[src/design/tsf_pkg.sv]
// ----------------------------------------------------------------------------
// tsf_pkg
// Shared types and constants of the touch sample filter.
// ----------------------------------------------------------------------------
package tsf_pkg;

	localparam int AverageDepthDefault = 4;
	localparam int AverageShiftDefault = 2;
	localparam int ClampMinDefault     = -32768;
	localparam int ClampMaxDefault     = 32767;

	localparam logic [11:0] PenThreshold = 12'd50;

	localparam logic [2:0] RegMode  = 3'd0;
	localparam logic [2:0] RegScale = 3'd7;

	localparam logic [1:0] EvMove = 2'd0;
	localparam logic [1:0] EvDown = 2'd1;
	localparam logic [1:0] EvUp   = 2'd2;

	// Commands from the controller to the datapath.
	typedef struct packed {
		logic load;      // capture the input item
		logic mul_start; // start one product
		logic div_start; // start one division
		logic fin;       // finish: update state, build the result
		logic out_take;  // result register consumed
	} tsf_cmd_t;

	// Status from the datapath to the controller.
	typedef struct packed {
		logic need_cal;  // averaged sample needs calibration
		logic early;     // item only accumulates, no further work
		logic div_busy;
		logic mul_done;
	} tsf_sts_t;

endpackage

[src/design/tsf_ctrl.sv]
// ----------------------------------------------------------------------------
// tsf_ctrl
// Capture, then four products, two divisions if calibrated, finish.
// ----------------------------------------------------------------------------
module tsf_ctrl import tsf_pkg::*; (
	input  logic     clk,
	input  logic     arst_n,
	input  logic     in_fire,
	input  logic     out_fire,
	input  logic     res_valid,
	input  tsf_sts_t sts,
	output tsf_cmd_t cmd,
	output logic     in_ready
);

	typedef enum logic [5:0] {
		ST_IDLE = 6'b000001,
		ST_EVAL = 6'b000010,
		ST_MUL  = 6'b000100,
		ST_MWT  = 6'b001000,
		ST_DIV  = 6'b010000,
		ST_FIN  = 6'b100000
	} state_t;

	state_t state_q, state_n;
	logic [2:0] step_q, step_n; // products done
	logic       wait_q, wait_n;

	assign in_ready = (state_q == ST_IDLE) && !res_valid;

	always_comb begin
		state_n = state_q;
		step_n  = step_q;
		wait_n  = wait_q;
		cmd     = '0;
		cmd.out_take = out_fire;
		cmd.load     = in_fire;
		case (state_q)
			ST_IDLE: if (in_fire) state_n = ST_EVAL;
			ST_EVAL: begin
				step_n = '0;
				if (!sts.early && sts.need_cal) state_n = ST_MUL;
				else state_n = ST_FIN;
			end
			ST_MUL: begin
				cmd.mul_start = 1'b1;
				state_n = ST_MWT;
			end
			ST_MWT: if (sts.mul_done) begin
				step_n = step_q + 3'd1;
				if (step_q[0]) begin
					// The sum is complete in the next cycle; start the division then.
					wait_n  = 1'b1;
					state_n = ST_DIV;
				end else state_n = ST_MUL;
			end
			ST_DIV: begin
				wait_n = 1'b0;
				if (wait_q) cmd.div_start = 1'b1;
				else if (!sts.div_busy)
					state_n = (step_q == 3'd4) ? ST_FIN : ST_MUL;
			end
			ST_FIN: begin
				cmd.fin = 1'b1;
				state_n = ST_IDLE;
			end
			default: state_n = ST_IDLE;
		endcase
	end

	always_ff @(posedge clk or negedge arst_n) begin
		if (!arst_n) begin
			state_q <= ST_IDLE;
			step_q  <= '0;
			wait_q  <= 1'b0;
		end else begin
			state_q <= state_n;
			step_q  <= step_n;
			wait_q  <= wait_n;
		end
	end

endmodule

[config.mk]
export PLATFORM = sky130hd
export DESIGN_NAME = tsf_ctrl
export DESIGN_NICKNAME = d
export VERILOG_FILES = /design/src/design/tsf_pkg.sv /design/src/design/tsf_ctrl.sv
export SDC_FILE = /design/constraint.sdc
export NUM_CORES = 1
export LEC_CHECK = 0
export BUFFER_PORTS_ARGS = -buffer_cell sky130_fd_sc_hd__buf_4
export CAP_MARGIN = 20
export CORE_AREA = 10 10 47 49
export CTS_CLUSTER_SIZE = 30
export DETAILED_ROUTE_END_ITERATION = 7
export DIE_AREA = 0 0 57 59
export PLACE_DENSITY_LB_ADDON = 0.25
export REMOVE_ABC_BUFFERS = 1
export SETUP_SLACK_MARGIN = 0.3
export SYNTH_ARGS = -nofsm -noshare
export SYNTH_HDL_FRONTEND = slang
export SYNTH_SLANG_ARGS = --single-unit
[constraint.sdc]
create_clock -name clk -period 2.5 [get_ports clk]
set_input_delay 0.5 -clock clk [delete_from_list [all_inputs] [get_ports clk]]
set_output_delay 0.5 -clock clk [all_outputs]
set_load 0.02 [all_outputs]
==> results of run 1 <==
worst paths after layout:
check / startpoint / end / slack, ns / cells past startpoint
hold / removal: arst_n / step_q[2]$_DFFE_PN0P_ / 0.04 / 1
min in group clk: sts[0] / state_q[3]$_DFFE_PN0P_ / 0.47 / 2
hold reg to reg: step_q[0]$_DFFE_PN0P_ / state_q[4]$_DFFE_PN0P_ / 0.56 / 2
setup reg to reg: state_q[2]$_DFFE_PN0P_ / state_q[5]$_DFFE_PN0P_ / 0.71 / 4
max in group asynchronous: arst_n / state_q[0]$_DFFE_PN1P_ / 2.24 / 1
setup / recovery: state_q[5]$_DFFE_PN0P_ / cmd[2] / 0.37 / 3
critical path, cell delays in order (launching register included):
cell                      delay (ns)
sky130_fd_sc_hd__dfrtp_2        0.46
sky130_fd_sc_hd__or4b_4         0.58
sky130_fd_sc_hd__nor4_2         0.15
sky130_fd_sc_hd__buf_4          0.18
cell type report:
class                           count  share of cell area
Clock buffer                        4             0.04553
Inverter                            3             0.01413
Multi-Input combinational cell     48              0.4819
Sequential cell                    10              0.3203
Tap cell                           16             0.02512
Timing Repair Buffer               12              0.1130
cells by family after synthesis:
kind of cell,count (synthesis),share of synthesized area
compound gates,14,0.1609
xor+xnor,2,0.02682
fa+ha+maj,2,0.03831
buf+inv,8,0.06896
flops,10,0.3851
simple gates,30,0.3199
per-layer routing:
layer / vias up / GRT usage / part of all wire
met5: - / 0 / 0
met4: 0 / 0.06376 / 0.028
met3: 5 / 0.02361 / 0.031
met2: 10 / 0.1442 / 0.50
met1: 250 / 0.09816 / 0.44
li1: 267 / - / -
where the power goes:
group | internal, mW | switching [mW]
clock network | 0.0885 | 0.0592
registers | 0.197 | 0.0543
logic | 0.103 | 0.0999
flip-flops by register name (all words and copies together), names as in the netlist:
| name | flops |
|---|---|
| wait_q | 1 |
| state_q | 6 |
| step_q | 3 |
metrics by stage:
step / cell area (um^2) / total power, mW / hold WS, ns
2_1_floorplan: 619.3 / 0.3802 / 0.2044
3_3_place_gp: 729.5 / 0.4404 / 0.3349
3_5_place_dp: 729.5 / 0.4423 / 0.3358
4_1_cts: 774.5 / 0.5985 / 0.03806
5_1_grt: 797.0 / 0.6516 / 0.03287
6_report: 797.0 / 0.6016 / 0.04214
cells in the mapped netlist, drive strengths merged, types with 2 or more instances:
master / count / area (um^2)
dfrtp: 9 / 225.2
nand2: 5 / 18.77
nor2: 4 / 22.52
nor4: 4 / 25.02
buf: 3 / 26.27
inv: 3 / 11.26
nand2b: 3 / 18.77
nor3: 3 / 31.28
a211oi: 2 / 15.01
a21oi: 2 / 10.01
a31o: 2 / 17.52
clkbuf: 2 / 7.510
ha: 2 / 25.02
nor2b: 2 / 12.51
o21ai: 2 / 10.00
xor2: 2 / 17.52
==> out/qor.json, run 1 <==
{
  "critical_path_arrival_ns": 1.63,
  "multi_input_area_um2": 384.1,
  "maxCapViolCount": 0,
  "gr-total-overflow": 0,
  "setup_tns_ns": 0,
  "cts.root.buffer_cell": "sky130_fd_sc_hd__clkbuf_4",
  "numCtsBuffers": 3,
  "grt_setup_unrepaired": "true",
  "port_buffers": 12,
  "fin_util": 0.5688,
  "die-width_um": 57,
  "core_outline_area_um2": 1401,
  "instance_count_of_the_mapped_netlist": 66,
  "netlist_area_um2": 653.1,
  "numPlacedInstances": 89,
  "slew_headroom": 0.6770,
  "h-tree-depth": 1,
  "cts_tree": "done",
  "yosys_most_used_dff": "sky130_fd_sc_hd__dfrtp_1",
  "actual_slew_at_the_worst_max_slew_pin_ns": 0.4722,
  "postCtsSetupBuffers": 0,
  "die_area_um2": 3363,
  "total_leakage_power_nw": 0.3410,
  "drt-vias-per-instance": 5.720,
  "power.density_cell_area_nw_per_um2": 754.8,
  "ys_seq_area_frac": 0.3851,
  "syn-mean-instance-area_um2": 9.896,
  "crit_path_end_kind": "primary output",
  "async_reset_ff_frac": 1.000,
  "highest_fanout_seen_on_the_critical_path": 6,
  "cts.reportedPaths.clkPinSlew_ns": 0.07,
  "dpl.hpwl_um": 1024,
  "nets_finish": 89,
  "layout_commonest_cell": "sky130_fd_sc_hd__buf_4",
  "n_fill_cell": 128,
  "slew_violations": 0,
  "largest_voltage_drop_on_the_vdd_net_uv": 365.3,
  "flow.area_growth_from_synthesis_pct": 22.03,
  "post-route-min-period_ns": 2.131,
  "start_util": 0.4661,
  "number_of_global_route_vias_before_repair": 520,
  "hold_violations": 0,
  "post_layout_instance_count_excluding_filler_cells": 93,
  "drt-initial-drc-count": 13,
  "global_route_total_usage_across_every_layer": 0.08876,
  "drive_above_1_share": 0.3896,
  "run_status": "completed",
  "worstSetupStartpointType": "flop",
  "share_of_the_clock_period_used_by_the_worst_path": 0.8522,
  "ant_nets": 0,
  "setup.worst_path.class": "reg2out",
  "crit_required_ns": 2.00,
  "place.gp.congestion": 0.8188,
  "seq_area_um2": 255.2,
  "timing.hold.worst.class": "in2async",
  "cts_buffer_depth": 2,
  "synth_cell_types": 37,
  "via_count": 532,
  "drt-pass1-iter-count": 5,
  "antenna_found_initial": 0,
  "io-pin-count": 15,
  "clk_latency_ns": 0.27,
  "finClkSkew_ns": 0.001855,
  "routedWlPerCell_um": 15.18,
  "setup_viol_count_final": 0,
  "antenna-diode-count": 0,
  "max_freq_mhz": 469.4,
  "synth_edf_count": 0,
  "largest_net_degree_at_the_start_of_global_routing": 12,
  "place_worst_setup_slack_ns": 0.5619,
  "layout_setup_ws_ns": 0.3695,
  "layout.cells.most_common_list": "12 x sky130_fd_sc_hd__buf_4, 6 x sky130_fd_sc_hd__dfrtp_1, 5 x sky130_fd_sc_hd__nand2_1",
  "route.final.wire_length_um": 1412,
  "synth.ff_latch_count": 10,
  "hold_buffers": 0,
  "chip_height_um": 59,
  "synth-warning-count": 0,
  "drt_drc_violations_left": 0,
  "clock_sink_count": 10,
  "floorplan.rows": 14,
  "quantity_of_gates_resized_following_cts": 3,
  "wire_length_of_the_first_global_routing_pass_um": 2332
}
Power figures use the tool's default switching activity.
==> run 2: changes to the inputs <==
--- a/config.mk
+++ b/config.mk
@@ -5,6 +5,7 @@
 export SDC_FILE = /design/constraint.sdc
 export NUM_CORES = 1
 export LEC_CHECK = 0
+export ABC_AREA = 1
 export BUFFER_PORTS_ARGS = -buffer_cell sky130_fd_sc_hd__buf_4
 export CAP_MARGIN = 20
 export CORE_AREA = 10 10 47 49
==> constraint.sdc (replaced) <==
create_clock -name clk -period 2.5 [get_ports clk]
set_input_delay 0.625 -clock clk [delete_from_list [all_inputs] [get_ports clk]]
set_output_delay 0.625 -clock clk [all_outputs]
set_load 0.02 [all_outputs]
==> run 2 against run 1 <==
  * Non-clock buffer count is the same
  * Synthesized cell count grew 33%
  * Maximum frequency grew 4.0%
  * First-iteration DRC count grew 46%
  * Critical endpoint is now in_ready
  * Largest cell class unchanged
==> out/qor.json, run 2 <==
{
  "largest_net_degree_at_the_start_of_global_routing": 11,
  "clk_latency_ns": 0.27,
  "share_of_the_clock_period_used_by_the_worst_path": 0.8193,
  "crit_required_ns": 1.88,
  "drive_above_1_share": 0.2451,
  "via_count": 580,
  "synth.ff_latch_count": 10,
  "finClkSkew_ns": 0.001024,
  "actual_slew_at_the_worst_max_slew_pin_ns": 0.2836,
  "yosys_most_used_dff": "sky130_fd_sc_hd__dfrtp_1",
  "die-width_um": 57,
  "max_freq_mhz": 488.2,
  "synth_cell_types": 17,
  "setup.worst_path.class": "reg2out",
  "synth_edf_count": 0,
  "drt_drc_violations_left": 0,
  "gr-total-overflow": 0,
  "critical_path_arrival_ns": 1.42,
  "global_route_total_usage_across_every_layer": 0.08457,
  "cts.root.buffer_cell": "sky130_fd_sc_hd__clkbuf_4",
  "ys_seq_area_frac": 0.3888,
  "timing.hold.worst.class": "in2async",
  "run_status": "completed",
  "worst_setup_path_startpoint": "state_q[0]$_DFFE_PN1P_",
  "crit_path_end_kind": "primary output",
  "clock_sink_count": 10,
  "hold_buffers": 0,
  "synthMostInstantiatedCell": "sky130_fd_sc_hd__nand2_1",
  "io-pin-count": 15,
  "cts_buffer_depth": 2,
  "synthTopCellsByCount": "17 x sky130_fd_sc_hd__nand2_1, 16 x sky130_fd_sc_hd__inv_1, 16 x sky130_fd_sc_hd__nor2_1",
  "cts.reportedPaths.clkPinSlew_ns": 0.07,
  "power.density_cell_area_nw_per_um2": 726.4,
  "largest-register": "state_q",
  "setup_viol_count_final": 0,
  "numCtsBuffers": 3,
  "layout.cells.most_common_list": "17 x sky130_fd_sc_hd__nand2_1, 16 x sky130_fd_sc_hd__inv_1, 16 x sky130_fd_sc_hd__nor2_1",
  "total_leakage_power_nw": 0.4183,
  "final_cell_area_um2": 768.2,
  "n_fill_cell": 151,
  "synth_largest_type_area_fraction": 0.3482,
  "synth-warning-count": 0,
  "cell_with_the_largest_stage_delay_on_the_worst_path": "sky130_fd_sc_hd__dfstp_2",
  "number_of_global_route_vias_before_repair": 549,
  "core_outline_area_um2": 1401,
  "slew_violations": 0,
  "syn-mean-instance-area_um2": 7.351,
  "drt-pass1-iter-count": 4,
  "ant_nets": 0,
  "highest_fanout_seen_on_the_critical_path": 3,
  "postCtsSetupBuffers": 0,
  "chip_height_um": 59,
  "cpMostUsedCell": "sky130_fd_sc_hd__nor2_1",
  "route.final.wire_length_um": 1306,
  "die_area_um2": 3363,
  "routedWlPerCell_um": 11.07,
  "floorplan.rows": 14,
  "flow.area_growth_from_synthesis_pct": 18.76,
  "largestRegisters": "state_q x6, step_q x3, wait_q x1",
  "post-route-min-period_ns": 2.048,
  "synth.largest_area_cell": "sky130_fd_sc_hd__dfrtp_1",
  "worstReg2RegStart": "state_q[2]$_DFFE_PN0P_",
  "hold_violations": 0,
  "largest_reg_flops": 6,
  "netlist_area_um2": 646.9,
  "start_util": 0.4616,
  "critical-path-max-stage-delay_ns": 0.56,
  "slew_headroom": 0.8107,
  "dpl.hpwl_um": 1076,
  "drt-vias-per-instance": 4.915,
  "h-tree-depth": 1,
  "wire_length_of_the_first_global_routing_pass_um": 2283,
  "layout_setup_ws_ns": 0.4518,
  "place_area_um2": 742.0,
  "worstSetupStartpointType": "flop",
  "layout_commonest_cell": "sky130_fd_sc_hd__nand2_1",
  "synth_top_cells_by_area": "sky130_fd_sc_hd__dfrtp_1 35%, sky130_fd_sc_hd__nand2_1 9.9%, sky130_fd_sc_hd__inv_1 9.3%",
  "nets_finish": 114,
  "quantity_of_gates_resized_following_cts": 0,
  "critPathTopFamily": "flip-flops",
  "seq_area_um2": 251.5,
  "antenna-diode-count": 0,
  "cts_tree": "done",
  "grt_setup_unrepaired": "false",
  "instance_count_of_the_mapped_netlist": 88,
  "maxCapViolCount": 0,
  "largest_voltage_drop_on_the_vdd_net_uv": 410.7,
  "multi_input_area_um2": 320.3,
  "drt-initial-drc-count": 19,
  "critical_path.n_buffers_inverters": 2,
  "place_worst_setup_slack_ns": 0.7415,
  "antenna_found_initial": 0,
  "setup_tns_ns": 0,
  "place.gp.congestion": 0.8185,
  "port_buffers": 12,
  "async_reset_ff_frac": 1.000,
  "list_of_cells_traversed_by_the_critical_path": "inv_1, nor2_1, nand3_1, nor2_1, buf_4"
}
-- run 2: changes by cell type after synthesis, sizes merged, moves of 3 or more --
| cell | before | now |
|---|---|---|
| nor2 | 4 | 20 |
| nand2 | 5 | 19 |
| inv | 3 | 16 |
| nand3 | 1 | 8 |
| nor4 | 4 | 0 |
| nand2b | 3 | 0 |
| nand4 | 1 | 4 |
| o21ai | 2 | 5 |
-- run 2: routing by layer --
metal  GRT usage  vias up  part of all wire
li1            -      299                 -
met1     0.09002      262              0.42
met2      0.1426       14              0.50
met3     0.02146        5             0.043
met4     0.06040        0             0.031
met5           0        -                 0
-- run 2: worst paths after layout --
check / endpoint / slack (ns) / cells past startpoint
worst max register to register: state_q[1]$_DFFE_PN0P_ / 1.23 / 6
worst min-delay path: step_q[1]$_DFFE_PN0P_ / 0.17 / 1
max in group asynchronous: state_q[0]$_DFFE_PN1P_ / 2.11 / 1
worst min register to register: wait_q$_DFFE_PN0P_ / 0.50 / 2
min in group clk: wait_q$_DFFE_PN0P_ / 0.50 / 2
worst max-delay path: in_ready / 0.45 / 5
-- run 2: cell families (layout without fill, tap and decap cells) --
logic type / Yosys count / count (layout) / share of synthesized area
simple gates: 52 / 52 / 0.4042
buf+inv: 18 / 32 / 0.1161
flops: 10 / 10 / 0.3888
compound gates: 5 / 5 / 0.03868
fa+ha+maj: 2 / 2 / 0.03868
xor+xnor: 1 / 1 / 0.01354
-- run 2: final cells by class --
type                    count  area share
flip-flops and latches     10      0.3274
well taps                  16     0.02606
multi-input cells          60      0.4169
repair buffers             12      0.1173
inverters                  16     0.07818
clock buffers               4     0.03420
-- run 2: per-stage QoR --
step	total power, mW	instances	hold slack, ns	util
final	0.5580	118	0.1675	0.5482
after global routing	0.6015	118	0.1753	0.5482
after CTS	0.5624	118	0.1719	0.5482
after detailed placement	0.4424	114	0.4628	0.5295
after global placement	0.4355	114	0.4629	0.5295
after floorplan	0.3818	86	0.3294	-
-- run 2: worst reg2reg max path: stages (launching register included) --
cell and delay (ns):
sky130_fd_sc_hd__dfrtp_1 0.40, sky130_fd_sc_hd__nor2_2 0.27, sky130_fd_sc_hd__nand2_1 0.12, sky130_fd_sc_hd__nor2_1 0.11
sky130_fd_sc_hd__o21ai_1 0.11, sky130_fd_sc_hd__nand3_2 0.10, sky130_fd_sc_hd__nor2_1 0.05
-- run 2: where the power goes --
group,internal [mW],total (mW),switching (mW)
combinational,0.0753,0.207,0.131
sequential,0.199,0.231,0.0312
clock,0.0619,0.121,0.0588
